==> src/rtl/core/keypoint_radius_suppress_top_k_defines.svh <==
// ----------------------------------------------------------------------------
// keypoint_radius_suppress_top_k_defines
// assertion macros shared by the suppression block
// ----------------------------------------------------------------------------
`ifndef KEYPOINT_RADIUS_SUPPRESS_TOP_K_DEFINES_SVH
`define KEYPOINT_RADIUS_SUPPRESS_TOP_K_DEFINES_SVH

`ifndef SYNTHESIS

// condition holds at every edge outside reset
`define KPRS_ASSERT(lbl, clk, rst_n, cond, msg) \
    lbl: assert property (@(posedge clk) disable iff (!rst_n) (cond)) \
        else $error(msg);

// trigger implies the result in the following cycle
`define KPRS_ASSERT_NEXT(lbl, clk, rst_n, pre, post, msg) \
    lbl: assert property (@(posedge clk) disable iff (!rst_n) (pre) |=> (post)) \
        else $error(msg);

`else

`define KPRS_ASSERT(lbl, clk, rst_n, cond, msg)
`define KPRS_ASSERT_NEXT(lbl, clk, rst_n, pre, post, msg)

`endif

`endif

==> src/rtl/core/kprs_pkg.sv <==
// ----------------------------------------------------------------------------
// kprs_pkg
// field widths, entry layout and shared types of the suppression block
// ----------------------------------------------------------------------------
package kprs_pkg;

    // payload field widths
    localparam int COORD_W = 12;
    localparam int SCORE_W = 8;
    localparam int RANK_W  = 6;

    // stored entry layout: x, y, score from the low end
    localparam int ENTRY_W = 32;
    localparam int X_LSB   = 0;
    localparam int Y_LSB   = 12;
    localparam int S_LSB   = 24;

    // squared distance widths
    localparam int SQ_W    = 2 * COORD_W;
    localparam int R2_W    = 16;

    // configuration port
    localparam int CFG_IDX_W  = 1;
    localparam int CFG_DATA_W = 8;
    localparam int MAXF_W     = 6;

    localparam logic [CFG_IDX_W-1:0] REG_RADIUS = 1'b0;
    localparam logic [CFG_IDX_W-1:0] REG_MAXF   = 1'b1;

    localparam int RADIUS_RESET = 20;
    localparam logic [R2_W-1:0]   R2_RESET   = R2_W'(RADIUS_RESET * RADIUS_RESET);
    localparam logic [MAXF_W-1:0] MAXF_RESET = 6'd20;

    // selector controls from the sequencer
    typedef struct packed {
        logic start_frame;
        logic start_scan;
        logic sample;
        logic advance;
    } sel_ctrl_t;

endpackage

==> src/rtl/core/kprs_dist.sv <==
// ----------------------------------------------------------------------------
// kprs_dist
// squared distance of a stored point to the candidate, compared to radius
// ----------------------------------------------------------------------------
module kprs_dist (
    input  logic                         clk,
    input  logic [kprs_pkg::ENTRY_W-1:0] entry,
    input  logic [kprs_pkg::COORD_W-1:0] cand_x,
    input  logic [kprs_pkg::COORD_W-1:0] cand_y,
    input  logic [kprs_pkg::R2_W-1:0]    r2,
    output logic                         hit
);
    import kprs_pkg::*;

    logic [COORD_W-1:0] ex;
    logic [COORD_W-1:0] ey;
    logic [COORD_W-1:0] dx;
    logic [COORD_W-1:0] dy;
    logic [SQ_W-1:0]    sq_x_reg;
    logic [SQ_W-1:0]    sq_y_reg;
    logic [SQ_W:0]      dist2;

    // absolute differences
    always_comb
    begin
        ex = entry[X_LSB +: COORD_W];
        ey = entry[Y_LSB +: COORD_W];
        dx = (cand_x > ex) ? (cand_x - ex) : (ex - cand_x);
        dy = (cand_y > ey) ? (cand_y - ey) : (ey - cand_y);
    end

    // squares, registered
    always_ff @(posedge clk)
    begin
        sq_x_reg <= dx * dx;
        sq_y_reg <= dy * dy;
    end

    // sum and radius compare
    assign dist2 = {1'b0, sq_x_reg} + {1'b0, sq_y_reg};
    assign hit   = dist2 < (SQ_W + 1)'(r2);

endmodule

==> config.mk <==
export PLATFORM = sky130hd
export DESIGN_NAME = kprs_dist
export DESIGN_NICKNAME = d
export VERILOG_FILES = /design/src/rtl/core/keypoint_radius_suppress_top_k_defines.svh /design/src/rtl/core/kprs_pkg.sv /design/src/rtl/core/kprs_dist.sv
export SDC_FILE = /design/constraint.sdc
export NUM_CORES = 1
export LEC_CHECK = 0
export ABC_CLOCK_PERIOD_IN_PS = 9910
export BUFFER_PORTS_ARGS = -buffer_cell sky130_fd_sc_hd__buf_4
export CORE_MARGIN = 2
export CORE_UTILIZATION = 64
export CTS_CLUSTER_DIAMETER = 30
export DETAILED_ROUTE_END_ITERATION = 10
export HOLD_SLACK_MARGIN = 0.08
export PLACE_DENSITY = 0.8
export SYNTH_ARGS = -nofsm -noshare
export SYNTH_HDL_FRONTEND = slang
export SYNTH_SLANG_ARGS = --single-unit
==> constraint.sdc <==
create_clock -name clk -period 9.91 [get_ports clk]
set_input_delay 0.4955 -clock clk [delete_from_list [all_inputs] [get_ports clk]]
set_output_delay 0.4955 -clock clk [all_outputs]
set_load 0.02 [all_outputs]
* Word-level counts from Yosys, hierarchy flattened
Index checks and enable logic that the tools add are counted.
** Operators by class
- Shifts and indexed selects :: 0
- Reductions and logical operators :: 0
- Equal/unequal tests :: 0
- Bitwise gates (word level) :: 0
- Div/mod/pow operators :: 0
- Multiply operators :: 2
- $add $sub $neg :: 5
- Muxes and demuxes :: 2
- Magnitude comparators :: 3
** Operator list (count)
- $mul 12x12->24 :: 2
- $sub 12x12->12 :: 4
- $add 24x24->25 :: 1
- $lt 25x16->1 :: 1
- $gt 12x12->1 :: 2
- $mux 12 :: 2
** Storage, ports and cells
- Flip-flop bits (word level) :: 48
- Memories :: 0
- Memory bits (read-only) :: 0
- Output and inout port bits :: 1
- Word-level logic and storage cells :: 14
- Memory bits (writable) :: 0
- Bits in latches :: 0

* Longest topological paths before layout
- Depth after elaboration :: 3
- Gate-level depth with buffers :: 37

* Worst setup path before layout
OpenSTA, ideal clock, no wires.
- Path type :: input port to flip-flop
- Start point :: input cand_x[0] (netlist name)
- End point :: register sq_x_reg[23]
- Data arrival time :: 7.851 ns
- Data required time :: 9.789 ns
- Path buffers :: 3
- Cell stages on the path :: 35
- Setup slack :: 1.938 ns
- Library setup time :: 0.121 ns
- Path through :: inv_1 ha_1 inv_1 fa_1 a21o_1 a21o_1 a221o_1 a211oi_1 or3_1 buf_2 buf_6 nor2_1 a31o_2 xor2_1 buf_2 or2_1 fa_1 inv_1 fa_1 inv_1 fa_1 inv_1 fa_1 inv_1 fa_1 inv_1 ha_1 or4_1 a31oi_1 o21ai_0 o311ai_1 nand2b_1 a211oi_2 a21oi_1 xor2_1
** Between the ends
- Cells in the longest elaborated chain, start to end :: 3
- Elaborated cells on any way between the ends :: 5
** Ends and longest elaborated chain
- from (decl) :: line kprs_dist.sv:8 : input logic [kprs_pkg::COORD_W-1:0] cand_x,
- $sub 12x12->12 / $gt 12x12->1 (equally long branches) :: line kprs_dist.sv:28 : dx = (cand_x > ex) ? (cand_x - ex) : (ex - cand_x);
- $mux 12 (*) :: line kprs_dist.sv:28
- $mul 12x12->24 (*) :: line kprs_dist.sv:35 : sq_x_reg <= dx * dx;
- to (signal assigned) :: line kprs_dist.sv:35
- to (decl) :: line kprs_dist.sv:19 : logic [SQ_W-1:0] sq_x_reg;
Every way passes the cells marked *; elsewhere a longest branch is shown, timed or not.

* Worst setup path in the final report
Ends and elaborated chain as after synthesis.

==> impl_metrics.toml <==
[critical_path]
startpoint_type = "input pin"
critical_path_class = "input pin to flip-flop"
cp_top_family = "adder cells"
cp.arrival_ns = 8.87
worst-path-buf-inv = 7
critPathMaxFanout = 13
slowest_delay_ns = 0.95
end_kind = "flip-flop"
critPathRequiredTime_ns = 10.08
crit_path_top_delay_cell = "mux2i_1"

[placed_design]
globalplace.congestion = 0.861
portBuffers = 65
place_hpwl_mm = 19.5

[run_status]
status = "finished clean"

[route]
drc = 0
vias = 9361
drt-total-wl_mm = 22.6
ant_nets = 0
drt-pass1-iter-count = 5
wl_per_cell_um = 13.3
drt-vias-per-instance = 5.49
drtIter0Drc = 599

[grt]
grt.overflow.total = 0
grt_pass1_vias = 9601
track_usage_pct = 24.1
grt_antenna_before_repair = 0
grt_max_degree = 20
grt_pass1_wl_mm = 40.5

[clock_network]
cts_hold_buf = 0
cts_sinks = 46
cts_tree = "built"
htreeDepth = 2
cts_buffers = 5
clockBufferDepth = 2
post-cts-setup-buffer-count = 0
root_buffer = "clkbuf_16"
cts_resized = 0
clkTransAtPathRegs_ns = 0.07

[synth]
synth_ff_type = "dfxtp_1"
synth_edf_count = 0
syn_nets = 1853
synth_area_leaders = "fa_1, ha_1, inv_1"
synth.yosys.seq_area_share_pct = 7.71
synth-async-reset-ratio_pct = 0
ys.warnings.count = 0
synthesis.area_um2 = 11900
synth_cells = 1419
yosysUniqueCellTypes = 69
synth_area_per_cell_um2 = 8.42
synth.largest_area_cell = "fa_1"
yosysTopAreaCellShare_pct = 27.5
synth-seq-cells = 46

[sta]
setup_tns_ns = 0
fin_crit_sh_pct = 87.7
period_needed_ns = 8.69
worstMarginPinSlew_ns = 1.09
drv_slew = 0
hold_viol = 0
maxSlewHeadroom_pct = 25.3
fmax_ghz = 0.115
rsz0062_at_grt = "false"
finalSetupViolations = 0

[floorplan]
die_w_um = 141
die_h_um = 141
rows = 49
pin_count = 74
core_area_um2 = 18100
start_util_pct = 65.8
die_area_um2 = 19800

[cells_and_area]
drive_above_1_share_pct = 8.67
layout.nets = 1909
area_growth_pct = 7.50
n_antenna_cell = 0
final_cell_mix = "inv_1, ha_1, fa_1"
final_common_cell = "inv_1"

[min_path]
hold_path.class = "input pin to flip-flop"

[run]
cap_viol_max_count = 0
## through the flow
step                      setup WS, ns  area (um^2)  hold slack [ns]  util, %  instances
after floorplan                   1.94        11900            0.961        -       1419
after global placement            1.13        12700             1.26     69.8       1697
after detailed placement         0.999        12700             1.27     69.8       1697
after CTS                         1.28        12800            0.959     70.8       1705
after global routing             0.662        12800             1.00     70.8       1705
final                             1.22        12800            0.976     70.8       1705
## final cells by class
type	count	area [um^2]
Multi-Input combinational cell	998	9570
Fill cell	1428	5300
Inverter	343	1290
Sequential cell	46	921
Timing Repair Buffer	81	608
Tap cell	229	287
Clock buffer	5	125
Clock inverter	3	43.8
## cell families (layout without fill, tap and decap cells)
group / count (synthesis) / after routing / synth area share, %
AND/OR/NAND/NOR: 336 / 336 / 13.5
AO/OA/AOI/OAI: 217 / 217 / 12.0
adder cells (fa/ha/maj): 361 / 361 / 48.1
buffers and inverters: 375 / 432 / 12.2
multiplexers: 15 / 15 / 1.32
flip-flops: 46 / 46 / 7.71
XOR/XNOR: 69 / 69 / 5.18
## layer usage
layer  vias up  global-route usage, %  routed length [um]
met1      4505                   33.3               10400
li1       4597                      -                   -
met5         -                      0                   0
met2       218                   41.4               10800
met3        41                   2.68                1020
met4         0                   4.68                 380
## cells in the mapped netlist (5+ instances only)
master	number
nor2b_1	19
o31ai_1	5
and3_1	10
o21bai_1	7
mux2i_1	9
a21boi_0	10
mux2_2	5
xnor2_1	47
nand2_1	54
or3_1	9
ha_1	197
xor2_1	20
or2_2	19
dfxtp_1	46
nand2b_1	24
nand3b_1	5
o211ai_1	8
inv_1	340
a31oi_1	6
buf_2	17
a21o_1	26
nor2_1	141
clkbuf_1	11
fa_1	164
a211oi_1	6
o21a_1	16
nand3_1	15
o21ai_0	38
a21oi_1	65
nor3_1	18
nand4_1	5
## final timing paths
path / startpoint / end / slack (ns) / cells after the start
setup / recovery: cand_x[0] / sq_x_reg[23] / 1.22 / 30
hold / removal: cand_y[11] / sq_y_reg[23] / 0.98 / 6
Power is not shown: default switching activity piles up to over one toggle a cycle in this logic, so the estimate is an artifact.
