[src/rtl/core/keypoint_radius_suppress_top_k_defines.svh]
// ----------------------------------------------------------------------------
// keypoint_radius_suppress_top_k_defines
// assertion macros shared by the suppression block
// ----------------------------------------------------------------------------
`ifndef KEYPOINT_RADIUS_SUPPRESS_TOP_K_DEFINES_SVH
`define KEYPOINT_RADIUS_SUPPRESS_TOP_K_DEFINES_SVH

`ifndef SYNTHESIS

// condition holds at every edge outside reset
`define KPRS_ASSERT(lbl, clk, rst_n, cond, msg) \
    lbl: assert property (@(posedge clk) disable iff (!rst_n) (cond)) \
        else $error(msg);

// trigger implies the result in the following cycle
`define KPRS_ASSERT_NEXT(lbl, clk, rst_n, pre, post, msg) \
    lbl: assert property (@(posedge clk) disable iff (!rst_n) (pre) |=> (post)) \
        else $error(msg);

`else

`define KPRS_ASSERT(lbl, clk, rst_n, cond, msg)
`define KPRS_ASSERT_NEXT(lbl, clk, rst_n, pre, post, msg)

`endif

`endif

[src/rtl/core/kprs_pkg.sv]
// ----------------------------------------------------------------------------
// kprs_pkg
// field widths, entry layout and shared types of the suppression block
// ----------------------------------------------------------------------------
package kprs_pkg;

    // payload field widths
    localparam int COORD_W = 12;
    localparam int SCORE_W = 8;
    localparam int RANK_W  = 6;

    // stored entry layout: x, y, score from the low end
    localparam int ENTRY_W = 32;
    localparam int X_LSB   = 0;
    localparam int Y_LSB   = 12;
    localparam int S_LSB   = 24;

    // squared distance widths
    localparam int SQ_W    = 2 * COORD_W;
    localparam int R2_W    = 16;

    // configuration port
    localparam int CFG_IDX_W  = 1;
    localparam int CFG_DATA_W = 8;
    localparam int MAXF_W     = 6;

    localparam logic [CFG_IDX_W-1:0] REG_RADIUS = 1'b0;
    localparam logic [CFG_IDX_W-1:0] REG_MAXF   = 1'b1;

    localparam int RADIUS_RESET = 20;
    localparam logic [R2_W-1:0]   R2_RESET   = R2_W'(RADIUS_RESET * RADIUS_RESET);
    localparam logic [MAXF_W-1:0] MAXF_RESET = 6'd20;

    // selector controls from the sequencer
    typedef struct packed {
        logic start_frame;
        logic start_scan;
        logic sample;
        logic advance;
    } sel_ctrl_t;

endpackage

[src/rtl/core/kprs_select.sv]
// ----------------------------------------------------------------------------
// kprs_select
// running best of one emission pass, ordered by score then store index
// ----------------------------------------------------------------------------
module kprs_select #(
    parameter int IDX_W = 8
) (
    input  logic                         clk,
    input  logic                         rst_n,
    input  kprs_pkg::sel_ctrl_t          ctrl,
    input  logic [IDX_W-1:0]             idx,
    input  logic [kprs_pkg::ENTRY_W-1:0] entry,
    output logic [kprs_pkg::ENTRY_W-1:0] best_entry
);
    import kprs_pkg::*;

    logic               found_reg;
    logic               have_last_reg;
    logic [ENTRY_W-1:0] best_reg;
    logic [IDX_W-1:0]   best_idx_reg;
    logic [SCORE_W-1:0] last_s_reg;
    logic [IDX_W-1:0]   last_idx_reg;

    logic [SCORE_W-1:0] s;
    logic [SCORE_W-1:0] best_s;
    logic               below_last;
    logic               take;

    // candidate must rank after the last emitted point and beat the best
    always_comb
    begin
        s          = entry[S_LSB +: SCORE_W];
        best_s     = best_reg[S_LSB +: SCORE_W];
        below_last = !have_last_reg || (s < last_s_reg) ||
                     ((s == last_s_reg) && (idx > last_idx_reg));
        take       = ctrl.sample && below_last && (!found_reg || (s > best_s));
    end

    // control flags
    always_ff @(posedge clk or negedge rst_n)
    begin
        if (!rst_n)
        begin
            found_reg     <= 1'b0;
            have_last_reg <= 1'b0;
        end
        else
        begin
            if (ctrl.start_scan)
            begin
                found_reg <= 1'b0;
            end
            else if (take)
            begin
                found_reg <= 1'b1;
            end
            if (ctrl.start_frame)
            begin
                have_last_reg <= 1'b0;
            end
            else if (ctrl.advance)
            begin
                have_last_reg <= 1'b1;
            end
        end
    end

    // best and last emitted keys
    always_ff @(posedge clk)
    begin
        if (take)
        begin
            best_reg     <= entry;
            best_idx_reg <= idx;
        end
        if (ctrl.advance)
        begin
            last_s_reg   <= best_s;
            last_idx_reg <= best_idx_reg;
        end
    end

    assign best_entry = best_reg;

endmodule

[config.mk]
export PLATFORM = sky130hd
export DESIGN_NAME = kprs_select
export DESIGN_NICKNAME = d
export VERILOG_FILES = /design/src/rtl/core/keypoint_radius_suppress_top_k_defines.svh /design/src/rtl/core/kprs_pkg.sv /design/src/rtl/core/kprs_select.sv
export SDC_FILE = /design/constraint.sdc
export NUM_CORES = 1
export LEC_CHECK = 0
export BUFFER_PORTS_ARGS = -buffer_cell sky130_fd_sc_hd__buf_2
export CORE_MARGIN = 2
export CORE_UTILIZATION = 47
export CTS_BUF_LIST = sky130_fd_sc_hd__clkbuf_4 sky130_fd_sc_hd__clkbuf_8
export DETAILED_ROUTE_END_ITERATION = 10
export PLACE_DENSITY = 0.78
export SKIP_CTS_REPAIR_TIMING = 1
export SLEW_MARGIN = 10
export SYNTH_ARGS = -nofsm -noshare
export SYNTH_HDL_FRONTEND = slang
export SYNTH_SLANG_ARGS = --single-unit
export TNS_END_PERCENT = 50
[constraint.sdc]
create_clock -name clk -period 4.8 [get_ports clk]
set_input_delay 0.96 -clock clk [delete_from_list [all_inputs] [get_ports clk]]
set_output_delay 0.96 -clock clk [all_outputs]
set_load 0.01 [all_outputs]
# Word level (Yosys, flattened, before mapping)
# Index checks and enable logic that the tools add are counted.
[word_totals] ff_bits=58 latchBits=0 ram_bits=0 rom_bits=0 inputBits=46 out_inout_bits=32 elab_cells=24 n_memories=0
[op_classes] add_sub_neg=0 multipliers=0 div_mod_pow=0 n_lt_le_gt_ge=3 eq_ne=1 shift=0 muxes=4 n_bitwise=0 reduce_logical=10
[op_table] operator="$gt A8 B8 Y1" n=2
[op_table] operator="$eq A8 B8 Y1" n=1
[op_table] operator="$lt A8 B8 Y1" n=1
[op_table] operator="$mux W1" n=4
[op_table] operator="$reduce_bool A2 Y1" n=2
[op_table] operator="$logic_and A1 B1 Y1" n=3
[op_table] operator="$logic_or A1 B1 Y1" n=3
[op_table] operator="$logic_not A1 Y1" n=2

# Longest topological paths before layout
# Gate-level depths: netlist (run 1).
[depth] depth_word=7 depth_mapped=7 mapped_depth_nobuf=7

# Worst setup path after synthesis (run 1)
# No wires, ideal clock.
[synth_timing] path_type="input port to flip-flop" startpoint="input port entry[25] (netlist bit)" endpoint="register best_reg[0], in the netlist best_entry[0] (enable)" setup_ps=498 arrival_time_ps=4808 required_ps=4302 path_slack_ps=-506 cell_stages=6 n_path_buf=0 path_cell_list="ha_1 -> nor2b_1 -> o211ai_1 -> a21oi_1 -> o21a_1 -> a211oi_1"
[synth_via] elab_chain_len=5 elab_cells_between_ends=9 cone_classes="2 x order compare; 1 x eq/ne; 6 x reduce/logical"
[synth_rtl] element="start: declaration" line_no="kprs_select.sv:12" rtl="input logic [kprs_pkg::ENTRY_W-1:0] entry,"
[synth_rtl] element="$lt A8 B8 Y1 / $eq A8 B8 Y1 (equally long branches)" line_no="kprs_select.sv:34, kprs_select.sv:35"
[synth_rtl] element="$logic_or A1 B1 Y1 / $logic_and A1 B1 Y1 (equally long branches)" line_no="kprs_select.sv:34, kprs_select.sv:35"
[synth_rtl] element="$logic_or A1 B1 Y1" line_no="kprs_select.sv:34" rtl="below_last = !have_last_reg || (s < last_s_reg) ||"
[synth_rtl] element="$logic_and A1 B1 Y1" line_no="kprs_select.sv:36" rtl="take = ctrl.sample && below_last && (!found_reg || (s > best_s));"
[synth_rtl] element="$logic_and A1 B1 Y1 *" line_no="kprs_select.sv:36"
[synth_rtl] element="named net take" line_no="kprs_select.sv:27" rtl="logic take;"
[synth_rtl] element="end signal: assignment" line_no="kprs_select.sv:73" rtl="best_reg <= entry;"
[synth_rtl] element="end: declaration" line_no="kprs_select.sv:19" rtl="logic [ENTRY_W-1:0] best_reg;"
# Mark *: on every way through the listed nets, which the timed path passes. The rest lies on a longest branch.
# A chain may end at the register's enable or synchronous reset.

# Worst setup path after layout (run 1)
[layout_timing] startpoint="input port entry[25] (netlist bit)" endpoint="register best_reg[26], in the netlist best_entry[26] (enable)"
# The elaborated chain is that of the path after synthesis.

==> out/results.txt, run 1 <==
Final-layout setup total negative slack: 0 ns. By area the synthesized netlist is led by sky130_fd_sc_hd__edfxtp_1 (71%), sky130_fd_sc_hd__ha_1 (13%), sky130_fd_sc_hd__inv_1 (4.1%). The total overflow left after global routing is 0. The register with the most flip-flops in the layout has 32 of them. The floorplan step defined a die boundary enclosing 5610 um^2. The post-synthesis net count is 217, and the initial detailed-routing violation count is 81. Leakage component of the power: 0.00136 uW. sky130_fd_sc_hd__edfxtp_1 takes more of the synthesized area than any other cell. For the data arrival at the endpoint of the critical path, the log shows 3.17 ns.

Setup violations remaining at the end of the flow were counted as 0. In this run the biggest area consumer among cell types represents 71.2% of the synthesized area. The count of buffers from port buffering was 77. For the smallest hold slack, the log shows 0.403 ns. The H-tree was split into 3 levels. For the number of diodes, the log shows 0. TritonCTS built the clock tree. The tools report the number of antenna violations at the first check in global routing as 0. Across the routed clock network, the largest skew measured is 0.00695 ns.

The initial core utilization was 49.3%; the area growth from synthesis to final layout was 29.1%. The kind of critical path is input pin to flip-flop. In the final layout, the share of cells above drive strength 1 is 40.2%. The synthesized design contains 58 register bits.

Number of library cell types mapped by synthesis: 22. The root buffer cell chosen for the clock tree is sky130_fd_sc_hd__clkbuf_8. Clock tree synthesis inserted a total of 9 buffers. The count of maximum capacitance violations is 0, and the average detailed-routed wire length per instance is 13.8 um.

The actual transition at the worst max-transition pin was 0.857 ns. The critical path goes through buf_2, ha_1, nor2b_1, o211ai_1, a21oi_1, o21a_1, a211oi_4, buf_4. The first global-routing pass estimated 6640 um of wire. The tools report the number of instances in the synthesized netlist as 147. The final route contains 1486 vias.

The tools report the clock insertion delay at the later pin of the skew report as 0.33 ns. Slowest library cell on the worst path: sky130_fd_sc_hd__a211oi_4. The share of the clock period used by the worst path after layout was 66.0%; the tightest slew margin relative to the limit was 42.7%. The tools report the kind of capture point of the worst setup path as a flip-flop. The worst min-delay path category was input pin to asynchronous set/reset pin.

The proportion of synthesized chip area in sequential cells was 73.3%; the post-layout minimum cycle time was 3.17 ns. The final-report max-slew violation count was 0; the clock-pin transition on the worst setup and hold timing paths was 0.07 ns. The pre-antenna-repair detailed-routing pass consisted of 4 iterations. The width of the die came out at 74.9 um. The tree built by TritonCTS fans out to 58 sinks. Power spread over the standard cell area amounts to 387 nW/um^2.

The flow ran to the end, and the final reports show no timing, DRC or antenna violations. After detailed routing, the number of remaining DRC violations is 0. In the routed layout, each cell is associated on average with a via count of 4.82.

In this design, the stage delay of the slowest critical-path cell is 0.76 ns. In this run the standard cell core region covers 4790 um^2. The congestion estimate from routability-driven global placement came to 0.873. After synthesis, the mean cell area works out to 16.1 um^2. At the worst endpoint, the required time is 4.80 ns. Setup repair after global routing left no endpoint under its margin. The global router's overall resource usage is 17.1%. The category of the worst setup path launch point was an input pin.

The logs give 297 uV for the largest voltage drop on the vdd net and 2 for the number of buffers between clock root and the deepest sink. The logs give 0 for the number of nets still failing antenna checks after routing and 0 for the warning count from the yosys run. From bottom edge to top edge, the die measures 74.9 um. After detailed routing, the total wire length is 4260 um. Pin placement for this block handled 78 I/O pins. In this run the core area contains 25 standard-cell rows.

The tools report the via count of the first global-routing pass as 1496. Entering global routing, the biggest net connects 25 pins. Once detailed placement completed, the half-perimeter wirelength came to 3210 um. For the number of failing hold endpoints at the final stage, the log shows 0. The logs give 306 for the number of nets at the end of the flow and 0.315 GHz for the timing-limited maximum frequency. The post-synthesis instance area is 2360 um^2. Of all nets on the critical path, the largest fanout is 24.
[worst paths after layout]
kind,depth (start not counted),slack [ns],start,to
worst min register to register,0,0.42,best_idx_reg[7]$_DFFE_PP_,last_idx_reg[7]$_DFFE_PP_
worst min-delay path,1,0.40,rst_n,have_last_reg$_DFFE_PN0P_
worst max-delay path,8,1.63,entry[25],best_entry[26]$_DFFE_PP_
worst max register to register,8,2.01,last_s_reg[1]$_DFFE_PP_,best_entry[26]$_DFFE_PP_
min in group clk,0,0.42,best_idx_reg[7]$_DFFE_PP_,last_idx_reg[7]$_DFFE_PP_
max in group asynchronous,1,4.29,rst_n,found_reg$_DFFE_PN0P_
[layout make-up]
cell class,count,area [um^2]
sequential,58,1730
tap,67,83.8
clock buffer,10,131
timing repair buffer,78,393
clock inverter,6,66.3
multi-input combinational,63,544
fill,379,1740
inverter,26,97.6
[synthesized netlist by cell type]
cell type	count
sky130_fd_sc_hd__nor3_1	1
sky130_fd_sc_hd__ha_1	24
sky130_fd_sc_hd__inv_1	26
sky130_fd_sc_hd__nand3_1	2
sky130_fd_sc_hd__a211oi_1	1
sky130_fd_sc_hd__a21o_1	1
sky130_fd_sc_hd__nand4_1	4
sky130_fd_sc_hd__and3_1	1
sky130_fd_sc_hd__o21ai_0	2
sky130_fd_sc_hd__o21a_1	1
sky130_fd_sc_hd__o21ai_1	1
sky130_fd_sc_hd__a21oi_2	1
sky130_fd_sc_hd__nand2_1	3
sky130_fd_sc_hd__nor2_1	4
sky130_fd_sc_hd__dfrtp_1	2
sky130_fd_sc_hd__edfxtp_1	56
sky130_fd_sc_hd__a21oi_1	9
sky130_fd_sc_hd__a311oi_1	1
sky130_fd_sc_hd__nor2b_1	2
sky130_fd_sc_hd__a221o_1	2
sky130_fd_sc_hd__o211ai_1	2
sky130_fd_sc_hd__and4_4	1
[placed cells by master, fill, tap and decap left out, types with 2 or more instances in the layout]
cell type                     n
sky130_fd_sc_hd__buf_2       77
sky130_fd_sc_hd__ha_1        24
sky130_fd_sc_hd__nor2_1       4
sky130_fd_sc_hd__a21oi_1      9
sky130_fd_sc_hd__edfxtp_1    56
sky130_fd_sc_hd__clkinvlp_4   3
sky130_fd_sc_hd__o21ai_0      2
sky130_fd_sc_hd__nor2b_1      2
sky130_fd_sc_hd__inv_1       26
sky130_fd_sc_hd__a221o_1      2
sky130_fd_sc_hd__nand3_1      2
sky130_fd_sc_hd__nand2_1      3
sky130_fd_sc_hd__nand4_1      4
sky130_fd_sc_hd__clkbuf_8     9
sky130_fd_sc_hd__dfrtp_1      2
sky130_fd_sc_hd__o211ai_1     2
[layer usage]
layer | share of wire, % | track usage, % | vias to the layer above
li1 | - | - | 724
met1 | 43 | 19.8 | 675
met2 | 42 | 24.1 | 76
met3 | 13 | 12.4 | 11
met4 | 1.8 | 7.74 | 0
met5 | 0 | 0 | -
[power by group]
| group | internal [uW] | switching [uW] | leakage, uW |
|---|---|---|---|
| logic | 53.1 | 72.2 | 0.000702 |
| clock network | 246 | 196 | 0.0000923 |
| registers | 602 | 11.2 | 0.000564 |
[cells by family after synthesis]
family                   after synthesis  synth area share, %
adder cells (fa/ha/maj)               24                 12.7
buffers and inverters                 26                 4.13
AO/OA/AOI/OAI                         21                 5.72
AND/OR/NAND/NOR                       18                 4.08
flip-flops                            58                 73.3
[critical path: cells and delay by family]
kind                       cells  cell delay, ns
and+or+nand+nor                1            0.13
buffers and inverters          2            0.56
AOI/OAI and AO/OA              4            1.21
adders and majority gates      1            0.30
[through the flow]
stage	util (%)	area, um^2	instances	worst slack (ns)	power (uW)
6_report	63.7	3050	308	1.63	1180
5_1_grt	63.7	3050	308	1.44	1230
4_1_cts	63.7	3050	308	1.64	1190
3_5_place_dp	59.6	2850	292	1.30	751
3_3_place_gp	59.6	2850	292	1.33	747
2_1_floorplan	-	2370	147	0.873	688
(Power assumes the default switching activity.)
==> run 2: changes to the inputs <==
Settings changed: ABC_AREA set to 1.
Clock period 4.8 ns to 2.9 ns, I/O delays scaled along.
==> out/results.txt, run 2 <==
The run gives 0.33 ns (about the same) as the clock insertion delay at the later pin of the skew report. The worst setup path is launched from an input pin. The run gives 9 (unchanged) as the CTS buffer count. The switching power as a share of total power works out to 21.8% (-1.8 points). In the synthesized netlist, the cells that appear most often are sky130_fd_sc_hd__edfxtp_1 (56), sky130_fd_sc_hd__inv_1 (32), sky130_fd_sc_hd__nand2_1 (26).

The tools report the master cell of the clock root buffer as sky130_fd_sc_hd__clkbuf_8. The maximum number of pins on one net before global-route repair was 30 (+20%). The post-synthesis share of cell area spent on xor and xnor gates was 0% (unchanged).

STA classifies the critical path endpoint as a flip-flop. The run finished with clean final reports. Kind of critical path: input pin to flip-flop.

The global router's overall resource usage came out at 15.0% (-2.1 points). Yosys instantiated no cell more often than sky130_fd_sc_hd__edfxtp_1. The width of the die came out at 75.6 um (+0.95%).

By area, the combinational part of the netlist is dominated by adder cells. For the die area, the log shows 5710 um^2 (+1.9%). The tightest slew margin relative to the limit is 73.0% (+30 points).

The final-report max-slew violation count was 0 (unchanged); the post-DP HPWL was 2960 um (-7.7%). In this run the critical register-to-register path is launched from last_s_reg[7]$_DFFE_PP_. The fraction of the mapped netlist area in simple logic gates came out at 7.32% (+3.2 points). The via count of the first global-routing pass is 1397 (-6.6%).

Number of synthesized flops with an enable pin: 56 (unchanged). The number of antenna violations at the first check in global routing is 0 (unchanged). For the timing-limited maximum frequency, the log shows 0.492 GHz. The library cells used most frequently in the layout, excluding fill and tap cells, are sky130_fd_sc_hd__buf_2 (77), sky130_fd_sc_hd__edfxtp_1 (56), sky130_fd_sc_hd__inv_1 (32). The number of inserted filler cells in the final layout is 420 (+11%).

The power per cell area is 648 nW/um^2 (+68%). The clock-pin transition on the worst setup and hold timing paths was 0.06 ns (about the same); the number of rows in the core area was 26 (+4.0%). The multiplexer fraction of the synthesized cell area was 0% (unchanged).

Compared with the post-synthesis result, the final layout area differs by 29.6%. The most used flip-flop cell after synthesis is sky130_fd_sc_hd__edfxtp_1. The run gives 0.785 (-10%) as the final weighted congestion in routability-driven placement.

The number of buffers between clock root and the deepest sink is 2 (unchanged), and the register bit total from synthesis is 58 (unchanged). The worst register-to-register path ends at best_idx_reg[3]$_DFFE_PP_. Worst clock skew on the final layout: 0.00598 ns (-0.000974 ns).

The run gives 1720 um (-6.7%) as the detailed-route wire length on metal 1. The logs give 5010 um^2 (+4.7%) for the area of the core region and 172 (+17%) for the number of instances in the synthesized netlist. The total grt overflow came out at 0 (unchanged). The highest layer touched by signal routing is met4. The logs give 39.6% (+2.2 points) for the relative contribution of the clock network to total power and 0 (unchanged) for the post-detailed-route DRC marker count.

The tools report the leakage component of the power as 0.00145 uW (+6.7%). The number of failing hold endpoints at the final stage is 0 (unchanged). The logs give 71.9% (-1.4 points) for the proportion of synthesized chip area in sequential cells and 1580 uW (+76%) for the cell-internal power.

The routed wire length came out at 3870 um (-9.2%). The number of vias per cell was 4.45 (-7.9%); the post-layout minimum cycle time was 2.03 ns. The setup slack of the worst register-to-register path came out at 0.88 ns (-1.13 ns). The tools report the standard cell area after detailed placement as 2900 um^2 (+1.9%). For the count of maximum capacitance violations, the log shows 0 (unchanged).

The most frequent standard cell in the layout excluding fill and tap cells was sky130_fd_sc_hd__buf_2. The run gives 3 (unchanged) as the deepest level of the CTS H-tree. The switching power summed over all nets came out at 442 uW (+58%).

The share of Yosys cell area claimed by the top area cell type was 69.8% (-1.4 points); the global-route wire length before repair was 5910 um (-11%). The warning count from the yosys run was 0 (unchanged). The per-instance average area after synthesis is 14.0 um^2 (-13%), and the met2 wire length is 1810 um (+1.5%). The tools report the initial detailed-routing violation count as 88 (+8.6%). After layout, the worst path uses 70.1% of the clock period.

The actual transition at the worst max-transition pin is 0.404 ns (-0.452 ns), and the die span in y is 75.6 um (+0.95%). The run gives 48.1% (-1.3 points) as the initial core utilization. The number of cells on the worst reg-to-reg path was 11 (+3); the largest voltage drop on the vdd net was 466 uV (+57%).

The final-layout setup total negative slack is 0 ns (unchanged). The cell area after layout is 3120 um^2 (+2.4%). For the number of ports placed on the die boundary, the log shows 78 (unchanged). The post-synthesis compound-gate area fraction is 3.32% (-2.4 points).

The flip-flop count of the largest register, all copies and words added works out to 32 (unchanged). The number of vias after detailed routing is 1498 (+0.81%), and the detailed-routed wire length on met3 is 270 um (-52%). The total setup violations reported at the end of the flow came out at 0 (unchanged).

The worst min-delay path category is input pin to asynchronous set/reset pin. Tracing the worst setup path back leads to its startpoint at entry[31]. The tools report the share of the core filled with cells in the final layout as 62.3% (-1.4 points). The largest fanout on the critical path is 29 (+21%), and the footprint of the multi-input gates is 564 um^2 (+3.7%). The logs give 50.1% (-1.9 points) for the relative contribution of sequential cells to total power and 4 (unchanged) for the number of iterations in the first detailed-routing pass. The share of flip-flops with an asynchronous set or reset after synthesis came out at 3.45% (unchanged). Data required time at the worst endpoint: 2.89 ns (-1.91 ns). In the post-synthesis netlist, the biggest area contributors are sky130_fd_sc_hd__edfxtp_1 (70%), sky130_fd_sc_hd__ha_1 (12%), sky130_fd_sc_hd__inv_1 (5.0%). The average detailed-routed wire length per instance came out at 11.5 um (-17%). The run gives 242 (+12%) as the post-synthesis net count.

TritonCTS built the clock tree. The number of nets at the end of the flow is 332 (+8.5%), and the data arrival at the endpoint of the critical path is 2.02 ns (-1.15 ns). Setup repair after global routing left no endpoint under its margin.

The post-synthesis instance area was 2410 um^2 (+2.0%); the number of library cell types mapped by synthesis was 16 (-27%). The biggest area contributor in the post-synthesis netlist is sky130_fd_sc_hd__edfxtp_1. For the number of diodes, the log shows 0 (unchanged).

The register area is 1730 um^2 (unchanged), and the fraction of power consumed by combinational cells is 10.3% (-0.3 points). The ratio of cells with drive above 1 in the final layout came out at 37.1% (-3.2 points). The post-synthesis adder-cell area fraction is 12.5% (-0.25 points). Count of buffers from port buffering: 77 (unchanged). The clock net sink count was 58 (unchanged).

The number of nets still failing antenna checks after routing is 0 (unchanged).
## run 2: cells by family (layout without fill, tap and decap cells)
logic type	count (synthesis)	in the layout
compound gates	14	14
fa+ha+maj	24	24
buf+inv	32	127
flops	58	58
simple gates	44	44
## run 2: routing by layer
layer  track usage [%]  up-vias
met5                 0        -
met4              8.77        0
met3              6.22        9
met2              21.5       48
met1              19.3      672
li1                  -      769
## run 2: cell type report
class | instances | share of cell area (%)
Tap cell | 70 | 2.81
Timing Repair Buffer | 79 | 12.8
Clock buffer | 11 | 4.45
Clock inverter | 5 | 2.53
Inverter | 32 | 3.85
Sequential cell | 58 | 55.5
Multi-Input combinational cell | 82 | 18.1
## run 2: worst max path at each step
stage / endpoint / slack [ns] / depth (start not counted)
floorplan: best_entry[0]$_DFFE_PP_ / 0.06 / 9
global placement: best_entry[16]$_DFFE_PP_ / 0.56 / 11
detailed placement: best_idx_reg[7]$_DFFE_PP_ / 0.51 / 11
CTS: best_entry[15]$_DFFE_PP_ / 0.86 / 11
global route: best_idx_reg[4]$_DFFE_PP_ / 0.71 / 11
finish: best_idx_reg[3]$_DFFE_PP_ / 0.87 / 11
## run 2: power groups by stage
stage,Combinational [uW],Clock (uW),Sequential (uW)
3_3_place_gp,207,0,1030
6_report,209,802,1010
3_5_place_dp,213,0,1030
4_1_cts,214,820,1010
5_1_grt,243,851,1020
2_1_floorplan,91.9,0,1050
## run 2: critical path, stage by stage
cell and delay (ns):
sky130_fd_sc_hd__buf_2 0.12, sky130_fd_sc_hd__ha_1 0.29, sky130_fd_sc_hd__nand2_1 0.08, sky130_fd_sc_hd__nor2_2 0.12, sky130_fd_sc_hd__nand4_1 0.11, sky130_fd_sc_hd__nor2_1 0.10
sky130_fd_sc_hd__nand2_1 0.05, sky130_fd_sc_hd__nand2_1 0.07, sky130_fd_sc_hd__nand2_2 0.07, sky130_fd_sc_hd__nor2_4 0.08, sky130_fd_sc_hd__buf_4 0.34
## run 2: per-stage QoR
| stage | hold WS (ns) | setup WS, ns | cells | power [uW] |
|---|---|---|---|---|
| CTS | 0.00918 | 0.856 | 337 | 2050 |
| detailed placement | 0.367 | 0.513 | 321 | 1240 |
| global route | 0.0120 | 0.705 | 337 | 2110 |
| global placement | 0.366 | 0.562 | 321 | 1240 |
| finish | 0.0246 | 0.867 | 337 | 2020 |
| floorplan | 0.284 | 0.0628 | 172 | 1140 |
==> run 3: changes to the inputs <==
Settings changed: ABC_AREA 1 to 0.
Clock period 2.9 ns to 1.6 ns, I/O delays scaled along.
==> out/results.txt, run 3 (synthesis gave the netlist of run 1 again) <==
The number of failing hold endpoints at the final stage was 0 (unchanged); the number of rows in the core area was 25 (-3.8%). The tools report the total setup violations reported at the end of the flow as 41 (+41). Average detailed-routed wire length per instance: 13.5 um (+18%). The peak per-stage delay on the critical path works out to 0.40 ns (+0.06 ns).

The number of vias per cell works out to 4.63 (+4.1%). The global router's overall resource usage is 17.8% (+2.7 points), and the deepest level of the CTS H-tree is 3 (unchanged). The global-route wire length before repair came out at 6890 um (+16%).

The smallest hold slack is 0.166 ns (+0.141 ns), and the combined buffer and inverter count along the critical path is 2 (unchanged). The largest fanout on the critical path works out to 23 (-21%). The die span in y was 74.9 um (-0.94%); the post-layout worst setup margin was -0.632 ns (-1.50 ns).

The standard cell area after detailed placement was 3000 um^2 (+3.4%). Relative to the synthesized area, the layout overhead comes to 37.1%. TritonCTS built the clock tree. The CTS buffer count came out at 9 (unchanged). For the post-DP HPWL, the log shows 3250 um (+9.9%).

Walking the worst path, the cells encountered are inv_2, ha_4, a21o_1, a221o_1, a221o_1, a21oi_2, a211oi_4, buf_12. The count of maximum capacitance violations was 0 (unchanged); the power per cell area was 1140 nW/um^2 (+75%). Cell area after layout: 3240 um^2 (+3.7%).

The ratio of cells with drive above 1 in the final layout came out at 44.0% (+6.9 points). The tools report the category of the worst setup path launch point as a flip-flop. Kind of critical path: flip-flop to flip-flop. The count of buffers from port buffering was 77 (unchanged). The worst path uses 140% of the clock period. The run gives 5610 um^2 (-1.9%) as the die area.

The initial core utilization was 49.3% (+1.3 points); the final-report max-slew violation count was 0 (unchanged). The logs give 1.68 ns (-1.21 ns) for the data required time at the worst endpoint and 0 (unchanged) for the number of antenna violations at the first check in global routing. The worst setup path is captured at a flip-flop. The run finished, with violations left. The beginning of the worst register-to-register path is best_entry[26]$_DFFE_PP_. The number of nets still failing antenna checks after routing is 0 (unchanged). For the area of the core region, the log shows 4790 um^2 (-4.5%). The actual transition at the worst max-transition pin is 0.418 ns (+0.0140 ns). Leaving out fill and tap cells, the most frequent cells in the layout are sky130_fd_sc_hd__buf_2 (77), sky130_fd_sc_hd__edfxtp_1 (56), sky130_fd_sc_hd__inv_1 (25).

Number of buffers between clock root and the deepest sink: 2 (unchanged). The data arrival at the endpoint of the critical path was 2.31 ns (+0.29 ns). Cell type group with the largest total delay on the critical path: compound AO/OA/AOI/OAI gates. The tightest slew margin relative to the limit came out at 72.1% (-0.94 points). Clock tree synthesis selected as its root buffer the cell sky130_fd_sc_hd__clkbuf_8. The worst min-delay path startpoint was ctrl[2]. The via count of the first global-routing pass is 1557 (+11%), and the routed wire length is 4420 um (+14%).

Number of iterations in the first detailed-routing pass: 6 (+2). The most frequent standard cell in the layout excluding fill and tap cells is sky130_fd_sc_hd__buf_2. The worst clock skew on the final layout was 0.00702 ns (+0.00104 ns); the number of vias after detailed routing was 1508 (+0.67%).

The largest voltage drop on the vdd net is 958 uV (+110%). Final weighted congestion in routability-driven placement: 0.839 (+6.8%). The run gives 78 (unchanged) as the number of ports placed on the die boundary. The tools report the leakage component of the power as 0.00146 uW (+0.65%).

The cell repeated most along the worst path was sky130_fd_sc_hd__a221o_1. The min-delay analysis places its worst path in the category input pin to flip-flop. The clock-pin transition on the worst setup and hold timing paths is 0.06 ns (about the same).

The width of the die is 74.9 um (-0.94%). The number of nets at the end of the flow was 324 (-2.4%); the initial detailed-routing violation count was 43 (-51%). The final reports fail on setup timing. The slowest library cell on the worst path was sky130_fd_sc_hd__edfxtp_1. The maximum number of pins on one net before global-route repair was 24 (-20%); the post-route non-filler standard cell count was 326 (-3.3%). The clock insertion delay at the later pin of the skew report came out at 0.33 ns (about the same).

The clock net sink count is 58 (unchanged), and the post-detailed-route DRC marker count is 0 (unchanged). Setup repair after global routing could not meet its margin everywhere. The beginning of the critical path is best_entry[26]$_DFFE_PP_. The number of cells after detailed placement is 309 (-3.7%).

Timing would allow up to 0.448 GHz. The flip-flop count of the largest register, all copies and words added works out to 32 (unchanged). The final-layout setup total negative slack came out at -24.96 ns (-24.96 ns). The post-layout minimum cycle time came out at 2.23 ns.

The logs give 0 (unchanged) for the number of diodes and 0 (unchanged) for the total grt overflow.
## run 3: final cells by class
type                       count  area [um^2]
clock inverter                 7         83.8
inverter                      26         97.6
clock buffer                   9          124
timing repair buffer          96          556
fill                         328         1550
multi-input combinational     63          562
tap                           67         83.8
sequential                    58         1730
## run 3: worst reg2reg max path: cells and delay by family, from the launching register on
| family | cells | cell delay (ns) |
|---|---|---|
| flip-flops | 1 | 0.40 |
| adder cells (fa/ha/maj) | 1 | 0.19 |
| buffers and inverters | 2 | 0.27 |
| AO/OA/AOI/OAI | 5 | 1.12 |
## run 3: per-layer routing
metal | vias to the layer above | GRT usage [%] | wire length (um)
met5 | - | 0 | 0
met4 | 0 | 7.74 | 37
met3 | 4 | 11.8 | 570
met2 | 76 | 25.0 | 1930
met1 | 665 | 21.4 | 1880
li1 | 763 | - | -
## run 3: metrics by stage
stage                     setup WS [ns]  total power, uW  utilization [%]
after floorplan                   -1.12             2060                -
after global placement           -0.681             2300             62.7
after detailed placement         -0.712             2310             62.7
after CTS                        -0.650             3720             67.1
after global routing             -0.705             3850             67.7
final                            -0.632             3680             67.7
## run 3: final timing paths
| kind | cells past startpoint | slack, ns | endpoint |
|---|---|---|---|
| setup / recovery | 8 | -0.63 | best_idx_reg[5]$_DFFE_PP_ |
| hold / removal | 2 | 0.17 | found_reg$_DFFE_PN0P_ |
| setup reg to reg | 8 | -0.63 | best_idx_reg[5]$_DFFE_PP_ |
| hold reg to reg | 0 | 0.41 | last_idx_reg[2]$_DFFE_PP_ |
| max in group asynchronous | 2 | 1.17 | have_last_reg$_DFFE_PN0P_ |
| min in group asynchronous | 2 | 0.32 | found_reg$_DFFE_PN0P_ |
## run 3: report_power, final
group,switching [uW],internal [uW]
clock,538,857
combinational,237,217
sequential,29.4,1800
total,804,2880
